==> src/sv/cbrs_pkg.sv <==
`timescale 1ns / 1ps
`default_nettype none

package cbrs_pkg;

    localparam int ROWS      = 64;
    localparam int ROW_AW    = $clog2(ROWS);
    localparam int ROW_W     = 8;
    localparam int COL_W     = 8;
    localparam int CMD_DEPTH = 2;
    localparam int OUT_DEPTH = 2;

    localparam logic [ROW_W-1:0] EMPTY_TOP    = 8'hff;
    localparam logic [ROW_W-1:0] EMPTY_BOTTOM = 8'h00;
    localparam logic [ROW_W-1:0] LAST_ROW     = ROW_W'(ROWS - 1);

    typedef struct packed {
        logic [COL_W-1:0] column;
        logic [ROW_W-1:0] top_row;
        logic [ROW_W-1:0] bottom_row;
        logic             first_column;
    } col_item_t;

    typedef struct packed {
        logic [ROW_W-1:0] span_row;
        logic [COL_W-1:0] span_start;
        logic [COL_W-1:0] span_end;
        logic             last_span;
    } span_item_t;

    // one column's work: old extent (t1, b1) against new extent (t2, b2)
    typedef struct packed {
        logic [COL_W-1:0] col;
        logic [ROW_W-1:0] t1;
        logic [ROW_W-1:0] b1;
        logic [ROW_W-1:0] t2;
        logic [ROW_W-1:0] b2;
    } cmd_t;

    typedef struct packed {
        logic full;
        logic empty;
    } queue_status_t;

endpackage

`default_nettype wire

==> src/sv/column_bounds_to_row_spans.sv <==
// the back end works on one item at a time, closing and then opening its rows one at a time
// through the row store port.
// a two-deep command queue lets the input take new items while the back end works.
// reset: previous extent empty (top 255, bottom 0), queues empty, row store unset.
`timescale 1ns / 1ps
`default_nettype none

module column_bounds_to_row_spans (
    input  wire logic                 clk,
    input  wire logic                 rst_n,
    input  wire logic                 col_valid,
    output logic                      col_stall,
    input  wire cbrs_pkg::col_item_t  col_item,
    output logic                      span_valid,
    input  wire logic                 span_stall,
    output cbrs_pkg::span_item_t      span_item
);

    cbrs_pkg::queue_status_t q_status;
    cbrs_pkg::cmd_t          push_cmd;
    cbrs_pkg::cmd_t          head_cmd;
    logic                    push;
    logic                    pop;

    cbrs_front u_front (
        .clk       (clk),
        .rst_n     (rst_n),
        .col_valid (col_valid),
        .col_stall (col_stall),
        .col_item  (col_item),
        .q_status  (q_status),
        .push      (push),
        .push_cmd  (push_cmd)
    );

    cbrs_cmd_fifo u_queue (
        .clk      (clk),
        .rst_n    (rst_n),
        .push     (push),
        .push_cmd (push_cmd),
        .pop      (pop),
        .head_cmd (head_cmd),
        .status   (q_status)
    );

    cbrs_back u_back (
        .clk        (clk),
        .rst_n      (rst_n),
        .q_status   (q_status),
        .head_cmd   (head_cmd),
        .pop        (pop),
        .span_valid (span_valid),
        .span_stall (span_stall),
        .span_item  (span_item)
    );

endmodule

`default_nettype wire

==> src/sv/cbrs_ram.sv <==
`timescale 1ns / 1ps
`default_nettype none

module cbrs_ram #(
    parameter int WIDTH = 8,
    parameter int DEPTH = 64
) (
    input  wire logic                     clk,
    input  wire logic                     we,
    input  wire logic [$clog2(DEPTH)-1:0] waddr,
    input  wire logic [WIDTH-1:0]         wdata,
    input  wire logic                     re,
    input  wire logic [$clog2(DEPTH)-1:0] raddr,
    output logic      [WIDTH-1:0]         rdata
);

    logic [WIDTH-1:0] mem [DEPTH];

    always_ff @(posedge clk)
    begin
        if (we)
        begin
            mem[waddr] <= wdata;
        end
        if (re)
        begin
            rdata <= mem[raddr];
        end
    end

endmodule

`default_nettype wire

==> src/sv/cbrs_front.sv <==
`timescale 1ns / 1ps
`default_nettype none

module cbrs_front (
    input  wire logic                   clk,
    input  wire logic                   rst_n,
    input  wire logic                   col_valid,
    output logic                        col_stall,
    input  wire cbrs_pkg::col_item_t    col_item,
    input  wire cbrs_pkg::queue_status_t q_status,
    output logic                        push,
    output cbrs_pkg::cmd_t              push_cmd
);

    logic [cbrs_pkg::ROW_W-1:0] prev_top_reg, prev_top_next;
    logic [cbrs_pkg::ROW_W-1:0] prev_bottom_reg, prev_bottom_next;
    logic [cbrs_pkg::ROW_W-1:0] b2_sat;

    assign col_stall = q_status.full;
    assign push      = col_valid && !q_status.full;

    // rows past the store are never opened or closed
    assign b2_sat = (col_item.bottom_row > cbrs_pkg::LAST_ROW) ? cbrs_pkg::LAST_ROW
                                                               : col_item.bottom_row;

    always_comb
    begin
        push_cmd.col = col_item.column;
        push_cmd.t2  = col_item.top_row;
        push_cmd.b2  = b2_sat;
        if (col_item.first_column)
        begin
            push_cmd.t1 = cbrs_pkg::EMPTY_TOP;
            push_cmd.b1 = cbrs_pkg::EMPTY_BOTTOM;
        end
        else
        begin
            push_cmd.t1 = prev_top_reg;
            push_cmd.b1 = prev_bottom_reg;
        end
        prev_top_next    = push ? col_item.top_row : prev_top_reg;
        prev_bottom_next = push ? b2_sat : prev_bottom_reg;
    end

    always_ff @(posedge clk or negedge rst_n)
    begin
        if (!rst_n)
        begin
            prev_top_reg    <= cbrs_pkg::EMPTY_TOP;
            prev_bottom_reg <= cbrs_pkg::EMPTY_BOTTOM;
        end
        else
        begin
            prev_top_reg    <= prev_top_next;
            prev_bottom_reg <= prev_bottom_next;
        end
    end

endmodule

`default_nettype wire

==> src/sv/cbrs_cmd_fifo.sv <==
`timescale 1ns / 1ps
`default_nettype none

module cbrs_cmd_fifo (
    input  wire logic                    clk,
    input  wire logic                    rst_n,
    input  wire logic                    push,
    input  wire cbrs_pkg::cmd_t          push_cmd,
    input  wire logic                    pop,
    output cbrs_pkg::cmd_t               head_cmd,
    output cbrs_pkg::queue_status_t      status
);

    localparam int PW = $clog2(cbrs_pkg::CMD_DEPTH);
    localparam int CW = $clog2(cbrs_pkg::CMD_DEPTH + 1);

    cbrs_pkg::cmd_t mem_reg [cbrs_pkg::CMD_DEPTH];
    logic [PW-1:0]  wptr_reg, wptr_next;
    logic [PW-1:0]  rptr_reg, rptr_next;
    logic [CW-1:0]  count_reg, count_next;

    assign status.full  = (count_reg == CW'(cbrs_pkg::CMD_DEPTH));
    assign status.empty = (count_reg == '0);
    assign head_cmd     = mem_reg[rptr_reg];

    always_comb
    begin
        wptr_next  = wptr_reg;
        rptr_next  = rptr_reg;
        count_next = count_reg;
        if (push)
        begin
            wptr_next = (wptr_reg == PW'(cbrs_pkg::CMD_DEPTH - 1)) ? '0 : wptr_reg + 1'b1;
        end
        if (pop)
        begin
            rptr_next = (rptr_reg == PW'(cbrs_pkg::CMD_DEPTH - 1)) ? '0 : rptr_reg + 1'b1;
        end
        unique case ({push, pop})
            2'b10:   count_next = count_reg + 1'b1;
            2'b01:   count_next = count_reg - 1'b1;
            default: count_next = count_reg;
        endcase
    end

    always_ff @(posedge clk)
    begin
        if (push)
        begin
            mem_reg[wptr_reg] <= push_cmd;
        end
    end

    always_ff @(posedge clk or negedge rst_n)
    begin
        if (!rst_n)
        begin
            wptr_reg  <= '0;
            rptr_reg  <= '0;
            count_reg <= '0;
        end
        else
        begin
            wptr_reg  <= wptr_next;
            rptr_reg  <= rptr_next;
            count_reg <= count_next;
        end
    end

    a_no_overflow: assert property (@(posedge clk) disable iff (!rst_n)
        status.full |-> !push)
        else $error("command queue written while full");

    a_no_underflow: assert property (@(posedge clk) disable iff (!rst_n)
        status.empty |-> !pop)
        else $error("command queue read while empty");

    a_count_range: assert property (@(posedge clk) disable iff (!rst_n)
        count_reg <= CW'(cbrs_pkg::CMD_DEPTH))
        else $error("command queue count out of range");

endmodule

`default_nettype wire

==> src/sv/cbrs_back.sv <==
`timescale 1ns / 1ps
`default_nettype none

module cbrs_back (
    input  wire logic                    clk,
    input  wire logic                    rst_n,
    input  wire cbrs_pkg::queue_status_t q_status,
    input  wire cbrs_pkg::cmd_t          head_cmd,
    output logic                         pop,
    output logic                         span_valid,
    input  wire logic                    span_stall,
    output cbrs_pkg::span_item_t         span_item
);

    localparam int OPW = $clog2(cbrs_pkg::OUT_DEPTH);
    localparam int OCW = $clog2(cbrs_pkg::OUT_DEPTH + 1);
    localparam int AW  = cbrs_pkg::ROW_AW;

    typedef enum logic [4:0] {
        S_IDLE      = 5'b00001,
        S_CLOSE_TOP = 5'b00010,
        S_CLOSE_BOT = 5'b00100,
        S_OPEN_TOP  = 5'b01000,
        S_OPEN_BOT  = 5'b10000
    } state_t;

    state_t                       state_reg, state_next;
    cbrs_pkg::cmd_t               cur_reg, cur_next;
    logic                         pend_reg, pend_next;
    logic [cbrs_pkg::ROW_W-1:0]   prow_reg, prow_next;
    logic                         plast_reg, plast_next;

    cbrs_pkg::span_item_t         out_mem_reg [cbrs_pkg::OUT_DEPTH];
    logic [OPW-1:0]               owptr_reg, owptr_next;
    logic [OPW-1:0]               orptr_reg, orptr_next;
    logic [OCW-1:0]               ocount_reg, ocount_next;

    logic                         ram_we, ram_re;
    logic [AW-1:0]                ram_waddr, ram_raddr;
    logic [cbrs_pkg::COL_W-1:0]   ram_rdata;

    logic                         out_pop;
    logic [OCW:0]                 committed;
    logic                         credit_ok;
    logic                         close_top, close_bot, open_top, open_bot;
    logic [cbrs_pkg::ROW_W-1:0]   t1_inc, b1_dec;
    cbrs_pkg::span_item_t         arrive_item;

    cbrs_ram #(
        .WIDTH (cbrs_pkg::COL_W),
        .DEPTH (cbrs_pkg::ROWS)
    ) u_row_open (
        .clk   (clk),
        .we    (ram_we),
        .waddr (ram_waddr),
        .wdata (cur_reg.col),
        .re    (ram_re),
        .raddr (ram_raddr),
        .rdata (ram_rdata)
    );

    assign close_top = (cur_reg.t1 < cur_reg.t2) && (cur_reg.t1 <= cur_reg.b1);
    assign close_bot = (cur_reg.b1 > cur_reg.b2) && (cur_reg.b1 >= cur_reg.t1);
    assign open_top  = (cur_reg.t2 < cur_reg.t1) && (cur_reg.t2 <= cur_reg.b2);
    assign open_bot  = (cur_reg.b2 > cur_reg.b1) && (cur_reg.b2 >= cur_reg.t2);
    assign t1_inc    = cur_reg.t1 + 1'b1;
    assign b1_dec    = cur_reg.b1 - 1'b1;

    assign out_pop    = span_valid && !span_stall;
    // slots already taken or promised to a read in flight
    assign committed  = (OCW+1)'(ocount_reg) + (OCW+1)'(pend_reg) - (OCW+1)'(out_pop);
    assign credit_ok  = committed < (OCW+1)'(cbrs_pkg::OUT_DEPTH);

    always_comb
    begin
        state_next = state_reg;
        cur_next   = cur_reg;
        pop        = 1'b0;
        ram_we     = 1'b0;
        ram_re     = 1'b0;
        ram_waddr  = cur_reg.t2[AW-1:0];
        ram_raddr  = cur_reg.t1[AW-1:0];
        pend_next  = 1'b0;
        prow_next  = prow_reg;
        plast_next = plast_reg;
        unique case (state_reg)
            S_IDLE:
            begin
                if (!q_status.empty)
                begin
                    pop        = 1'b1;
                    cur_next   = head_cmd;
                    state_next = S_CLOSE_TOP;
                end
            end
            S_CLOSE_TOP:
            begin
                if (!close_top)
                begin
                    state_next = S_CLOSE_BOT;
                end
                else if (credit_ok)
                begin
                    ram_re      = 1'b1;
                    pend_next   = 1'b1;
                    prow_next   = cur_reg.t1;
                    // last if neither close loop has a row left after this one
                    plast_next  = !(((t1_inc < cur_reg.t2) && (t1_inc <= cur_reg.b1))
                                  || ((cur_reg.b1 > cur_reg.b2) && (cur_reg.b1 >= t1_inc)));
                    cur_next.t1 = t1_inc;
                end
            end
            S_CLOSE_BOT:
            begin
                ram_raddr = cur_reg.b1[AW-1:0];
                if (!close_bot)
                begin
                    state_next = S_OPEN_TOP;
                end
                else if (credit_ok)
                begin
                    ram_re      = 1'b1;
                    pend_next   = 1'b1;
                    prow_next   = cur_reg.b1;
                    plast_next  = !((b1_dec > cur_reg.b2) && (b1_dec >= cur_reg.t1));
                    cur_next.b1 = b1_dec;
                end
            end
            S_OPEN_TOP:
            begin
                if (!open_top)
                begin
                    state_next = S_OPEN_BOT;
                end
                else
                begin
                    ram_we      = 1'b1;
                    cur_next.t2 = cur_reg.t2 + 1'b1;
                end
            end
            S_OPEN_BOT:
            begin
                ram_waddr = cur_reg.b2[AW-1:0];
                if (!open_bot)
                begin
                    state_next = S_IDLE;
                end
                else
                begin
                    ram_we      = 1'b1;
                    cur_next.b2 = cur_reg.b2 - 1'b1;
                end
            end
            default:
            begin
                state_next = S_IDLE;
            end
        endcase
    end

    assign arrive_item.span_row   = prow_reg;
    assign arrive_item.span_start = ram_rdata;
    assign arrive_item.span_end   = cur_reg.col - 1'b1;
    assign arrive_item.last_span  = plast_reg;

    assign span_valid = (ocount_reg != '0);
    assign span_item  = out_mem_reg[orptr_reg];

    always_comb
    begin
        owptr_next  = owptr_reg;
        orptr_next  = orptr_reg;
        ocount_next = ocount_reg;
        if (pend_reg)
        begin
            owptr_next = (owptr_reg == OPW'(cbrs_pkg::OUT_DEPTH - 1)) ? '0 : owptr_reg + 1'b1;
        end
        if (out_pop)
        begin
            orptr_next = (orptr_reg == OPW'(cbrs_pkg::OUT_DEPTH - 1)) ? '0 : orptr_reg + 1'b1;
        end
        unique case ({pend_reg, out_pop})
            2'b10:   ocount_next = ocount_reg + 1'b1;
            2'b01:   ocount_next = ocount_reg - 1'b1;
            default: ocount_next = ocount_reg;
        endcase
    end

    always_ff @(posedge clk)
    begin
        cur_reg   <= cur_next;
        prow_reg  <= prow_next;
        plast_reg <= plast_next;
        if (pend_reg)
        begin
            out_mem_reg[owptr_reg] <= arrive_item;
        end
    end

    always_ff @(posedge clk or negedge rst_n)
    begin
        if (!rst_n)
        begin
            state_reg  <= S_IDLE;
            pend_reg   <= 1'b0;
            owptr_reg  <= '0;
            orptr_reg  <= '0;
            ocount_reg <= '0;
        end
        else
        begin
            state_reg  <= state_next;
            pend_reg   <= pend_next;
            owptr_reg  <= owptr_next;
            orptr_reg  <= orptr_next;
            ocount_reg <= ocount_next;
        end
    end

    a_out_credit: assert property (@(posedge clk) disable iff (!rst_n)
        ((OCW+1)'(ocount_reg) + (OCW+1)'(pend_reg)) <= (OCW+1)'(cbrs_pkg::OUT_DEPTH))
        else $error("span buffer overcommitted");

    a_port_exclusive: assert property (@(posedge clk) disable iff (!rst_n)
        !(ram_we && ram_re))
        else $error("row store read and written in one cycle");

    a_read_in_close: assert property (@(posedge clk) disable iff (!rst_n)
        pend_reg |-> (state_reg == S_CLOSE_TOP || state_reg == S_CLOSE_BOT))
        else $error("row store data returned outside a close phase");

    a_pop_starts: assert property (@(posedge clk) disable iff (!rst_n)
        pop |=> (state_reg == S_CLOSE_TOP))
        else $error("command taken without starting the close phase");

endmodule

`default_nettype wire
==> config.mk <==
export PLATFORM = sky130hd
export DESIGN_NAME = column_bounds_to_row_spans
export DESIGN_NICKNAME = d
export VERILOG_FILES = /design/src/sv/cbrs_pkg.sv /design/src/sv/column_bounds_to_row_spans.sv /design/src/sv/cbrs_ram.sv /design/src/sv/cbrs_front.sv /design/src/sv/cbrs_cmd_fifo.sv /design/src/sv/cbrs_back.sv
export SDC_FILE = /design/constraint.sdc
export NUM_CORES = 1
export LEC_CHECK = 0
export ABC_CLOCK_PERIOD_IN_PS = 3250
export BUFFER_PORTS_ARGS = -buffer_cell sky130_fd_sc_hd__buf_4
export CAP_MARGIN = 20
export CORE_ASPECT_RATIO = 1.4
export CORE_MARGIN = 8
export CORE_UTILIZATION = 40
export CTS_CLUSTER_DIAMETER = 120
export CTS_CLUSTER_SIZE = 30
export DETAILED_ROUTE_END_ITERATION = 8
export GPL_TIMING_DRIVEN = 0
export SLEW_MARGIN = 20
export SYNTH_ARGS = -nofsm -noshare
export SYNTH_HDL_FRONTEND = slang
export SYNTH_SLANG_ARGS = --single-unit
export TNS_END_PERCENT = 20
==> constraint.sdc <==
create_clock -name clk -period 3.25 [get_ports clk]
set_clock_uncertainty 0.2 [all_clocks]
set_input_delay 0.65 -clock clk [delete_from_list [all_inputs] [get_ports clk]]
set_output_delay 0.65 -clock clk [all_outputs]
set_load 0.01 [all_outputs]
==> metrics.md <==
| Metric | Value |
|---|---|
| Core area | about 0.076 sq mm |
| Top Layer Used | met4 |
| CTS Buf Count | 28 |
| Post-synth EDFFs | ~700 |
| Crit. End Element | flip-flop |
| DR iter-0 viols | around 1600 |
| Die width | 251 um |
| DP HPWL | 61900 um |
| Worst Tran Pin Value | between 1 and 1.5 ns |
| Ys async rst share | 4.12% |
| Critical Path Start Type | flip-flop |
| Initial Util | 40.4% |
| Slowest stage cell on the critical path | dfrtp_2 |
| Deepest level of the CTS H-tree | 1 |
| Flops & latches, synth | 729 |
| NumNets Final | 2403 |
| Area Overhead vs Synth | 23.1% |
| CTS max path bufs | 3 |
| Initial antenna violation count | 1 |
| Top-area cell type share of the netlist area | 68.0% |
| Total placed cells including tap cells | 3126 |
| Initial DRT Pass Iterations | 5 |
| Crit path largest cell delay | 0.46 ns |
| Violated checks | negative setup slack |
| Met3 WL | between 4000 and 5000 um |
| Outcome | finished with violations |
| Slew headroom | 25.3% |
| TritonCTS Sinks | 729 |
| Final slew viol count | 0 |
| Gate Count Post-Synth | between 2000 and 2500 |
| Die footprint | 0.0864 sq mm |
| Final worst slack | -0.0444 ns |
| Worst Path Arrival | 3.49 ns |
| P_leak | 13.1 nW |
| RSZ-0062 raised after global routing | yes |
| Part of the Yosys area used for sequential elements | 70.5% |
| Synth top area cells | edfxtp_1 (68%), mux2i_1 (3.7%), ha_1 (2.9%) |
| Post-route ant nets | 0 |
| Drt wl/cell | 25.6 um |
| Via count | 19019 |
| Setup tns final | -0.0866 ns |
| P_sw | ~0.015 W |
| Fraction of layout cells with a size suffix above 1 | about 30% |
| Crit path max fanout | 10 |
| Top FF cell, synth | edfxtp_1 |
| Power per Cell Area | approximately 960 mW/mm^2 |
| Post-synth top area cell | edfxtp_1 |
| Root buffer cell | clkbuf_16 |
| Num ports | between 50 and 60 |
| Met1 WL | around 32000 um |
| Global-route wire length before repair | 123000 um |
| Vias per cell | approximately 5.8 |
| TritonCTS clock tree | yes |
| Flop pwr share | 36.2% |
| Final wirelength | 84500 um |
| Internal power | 0.0211 W |
| Tcrit/Tclk final | 101% |
| Largest net degree at the start of global routing | 32 |
| Comb pwr share | around half |
| Clock insertion delay at the later pin of the skew report | 0.64 ns |
| Total power | about 0.036 W |
| Synth cell types | 74 |
| Hold Path Class | in -> reg |
| Most frequent cells after synthesis | edfxtp_1 (699), nand2_1 (134), mux2i_1 (115), a21oi_1 (101), a211oi_1 (88) |
| Clock group share of total power | 12.2% |
| All-layer global routing usage | 18.8% |
| Total gr overflow | 0 |
| Max IR drop VDD | 0.000631 V |
| Critical path type | reg -> reg |
| Setup-failing EPs final | 4 |
| Port bufs | 55 |
| Gpl congestion | about 1.0 |
| Switching Fraction | 42.0% |
| Post-route insts no fill | 3301 |
| Max-cap viol count | 0 |
| Final Hold Viols | 0 |
| Met2 WL | 44400 um |
| Post-layout min period | 3.29 ns |
| Vias in the first global route | 19205 |
| Post-Syn Area per Cell | 15.0 sq um |
| DR DRC count | 0 |
| Die Ht | 345 um |
| Worst EP required | 3.45 ns |
| Warnings from Yosys | 0 |
| Clk slew on worst S/H paths | 0.12 ns |
| Max reg flops | 512 |
| F_max | 304 MHz |
| Cell Chain, Critical Path | or3b_1, buf_6, nor3_4, a21oi_4, inv_2, buf_12, buf_6, a211oi_1, nor4_2, nor4_2, nor4_4 |
| Most frequent cell after synthesis | edfxtp_1 |
| Std cell rows | 120 |
| Area of the mapped netlist | 0.0309 sq mm |
==> worst max-delay path, delay by kind of cell, from the launching register on <==
kind | cells | cell delay, ns
AND/OR/NAND/NOR | 5 | 1.61
buffers and inverters | 4 | 0.59
flip-flops | 1 | 0.46
AO/OA/AOI/OAI | 2 | 0.19
==> metal layers <==
metal,global-route usage (%),vias to the layer above
met3,1.65,175
met4,8.43,0
li1,-,8553
met2,34.8,637
met5,0,-
met1,22.1,9654
==> cell usage in the layout (no fill, tap or decap), types with 39 or more instances in the layout <==
cell type	instances
edfxtp_1	699
buf_4	141
nand2_1	128
mux2i_1	115
a21oi_1	91
and3_1	68
ha_1	67
a211oi_1	56
nor2_1	48
mux2_2	48
clkbuf_1	41
o221ai_1	39
==> worst paths after layout <==
check	cells after the start	from	endpoint	slack, ns
setup / recovery	11	u_back.state_reg[3]	u_back.u_row_open.rdata[7]	-0.04
hold / removal	1	col_item[16]	u_queue.mem_reg[1][15]	0.03
setup reg to reg	11	u_back.state_reg[3]	u_back.u_row_open.rdata[7]	-0.04
hold reg to reg	0	u_back.u_row_open.rdata[5]	u_back.out_mem_reg[0][14]	0.26
max in group asynchronous	2	rst_n	u_front.prev_top_reg[7]	2.16
min in group asynchronous	2	rst_n	u_back.pend_reg	0.29
==> area by class of cell <==
type                            instances  area [sq um]
Fill cell                            6280         38400
Sequential cell                       729         21800
Multi-Input combinational cell       1166         10700
Timing Repair Buffer                  216          2470
Tap cell                              976          1220
Buffer                                113           856
Clock buffer                           50           783
Inverter                               48           204
Clock inverter                          2          46.3
Antenna cell                            1          2.50
==> repair_timing <==
action                                  CTS  global route
endpoints found under the setup margin  593           561
resized for setup                       275           250
setup buffers                            81            36
hold buffers                              9             0
hold endpoints to repair                 37             0
gates cloned                              0             0
pin swaps                                63            58
==> per-stage QoR <==
| step | util, % | hold slack (ns) | area (sq um) | worst slack [ns] |
|---|---|---|---|---|
| CTS | 47.8 | 0.00152 | 36600 | -0.260 |
| detailed placement | 43.8 | 0.232 | 33500 | -1.61 |
| global placement | 42.8 | 0.225 | 32700 | -1.77 |
| global route | 49.7 | 0.000850 | 38000 | -0.0870 |
| floorplan | - | 0.154 | 31000 | -0.172 |
| finish | 49.7 | 0.0252 | 38000 | -0.0444 |
==> cells by family (layout without fill, tap and decap cells) <==
family | Yosys count | after routing | share of synthesized area, %
buf+inv | 164 | 429 | 2.53
mux | 164 | 164 | 5.53
simple gates | 481 | 481 | 8.09
compound gates | 406 | 406 | 9.32
xor+xnor | 39 | 39 | 1.11
flops | 729 | 729 | 70.5
fa+ha+maj | 72 | 72 | 2.94
other cells | 1 | 5 | 0.0121
==> power groups by stage <==
stage | logic (W) | clock network (W) | registers [W]
finish | 0.0187 | 0.00443 | 0.0131
detailed placement | 0.0148 | 0 | 0.0134
floorplan | 0.00824 | 0 | 0.0136
global placement | 0.0126 | 0 | 0.0146
global route | 0.0198 | 0.00478 | 0.0132
CTS | 0.0167 | 0.00451 | 0.0132
Power figures use the tool's default switching activity.
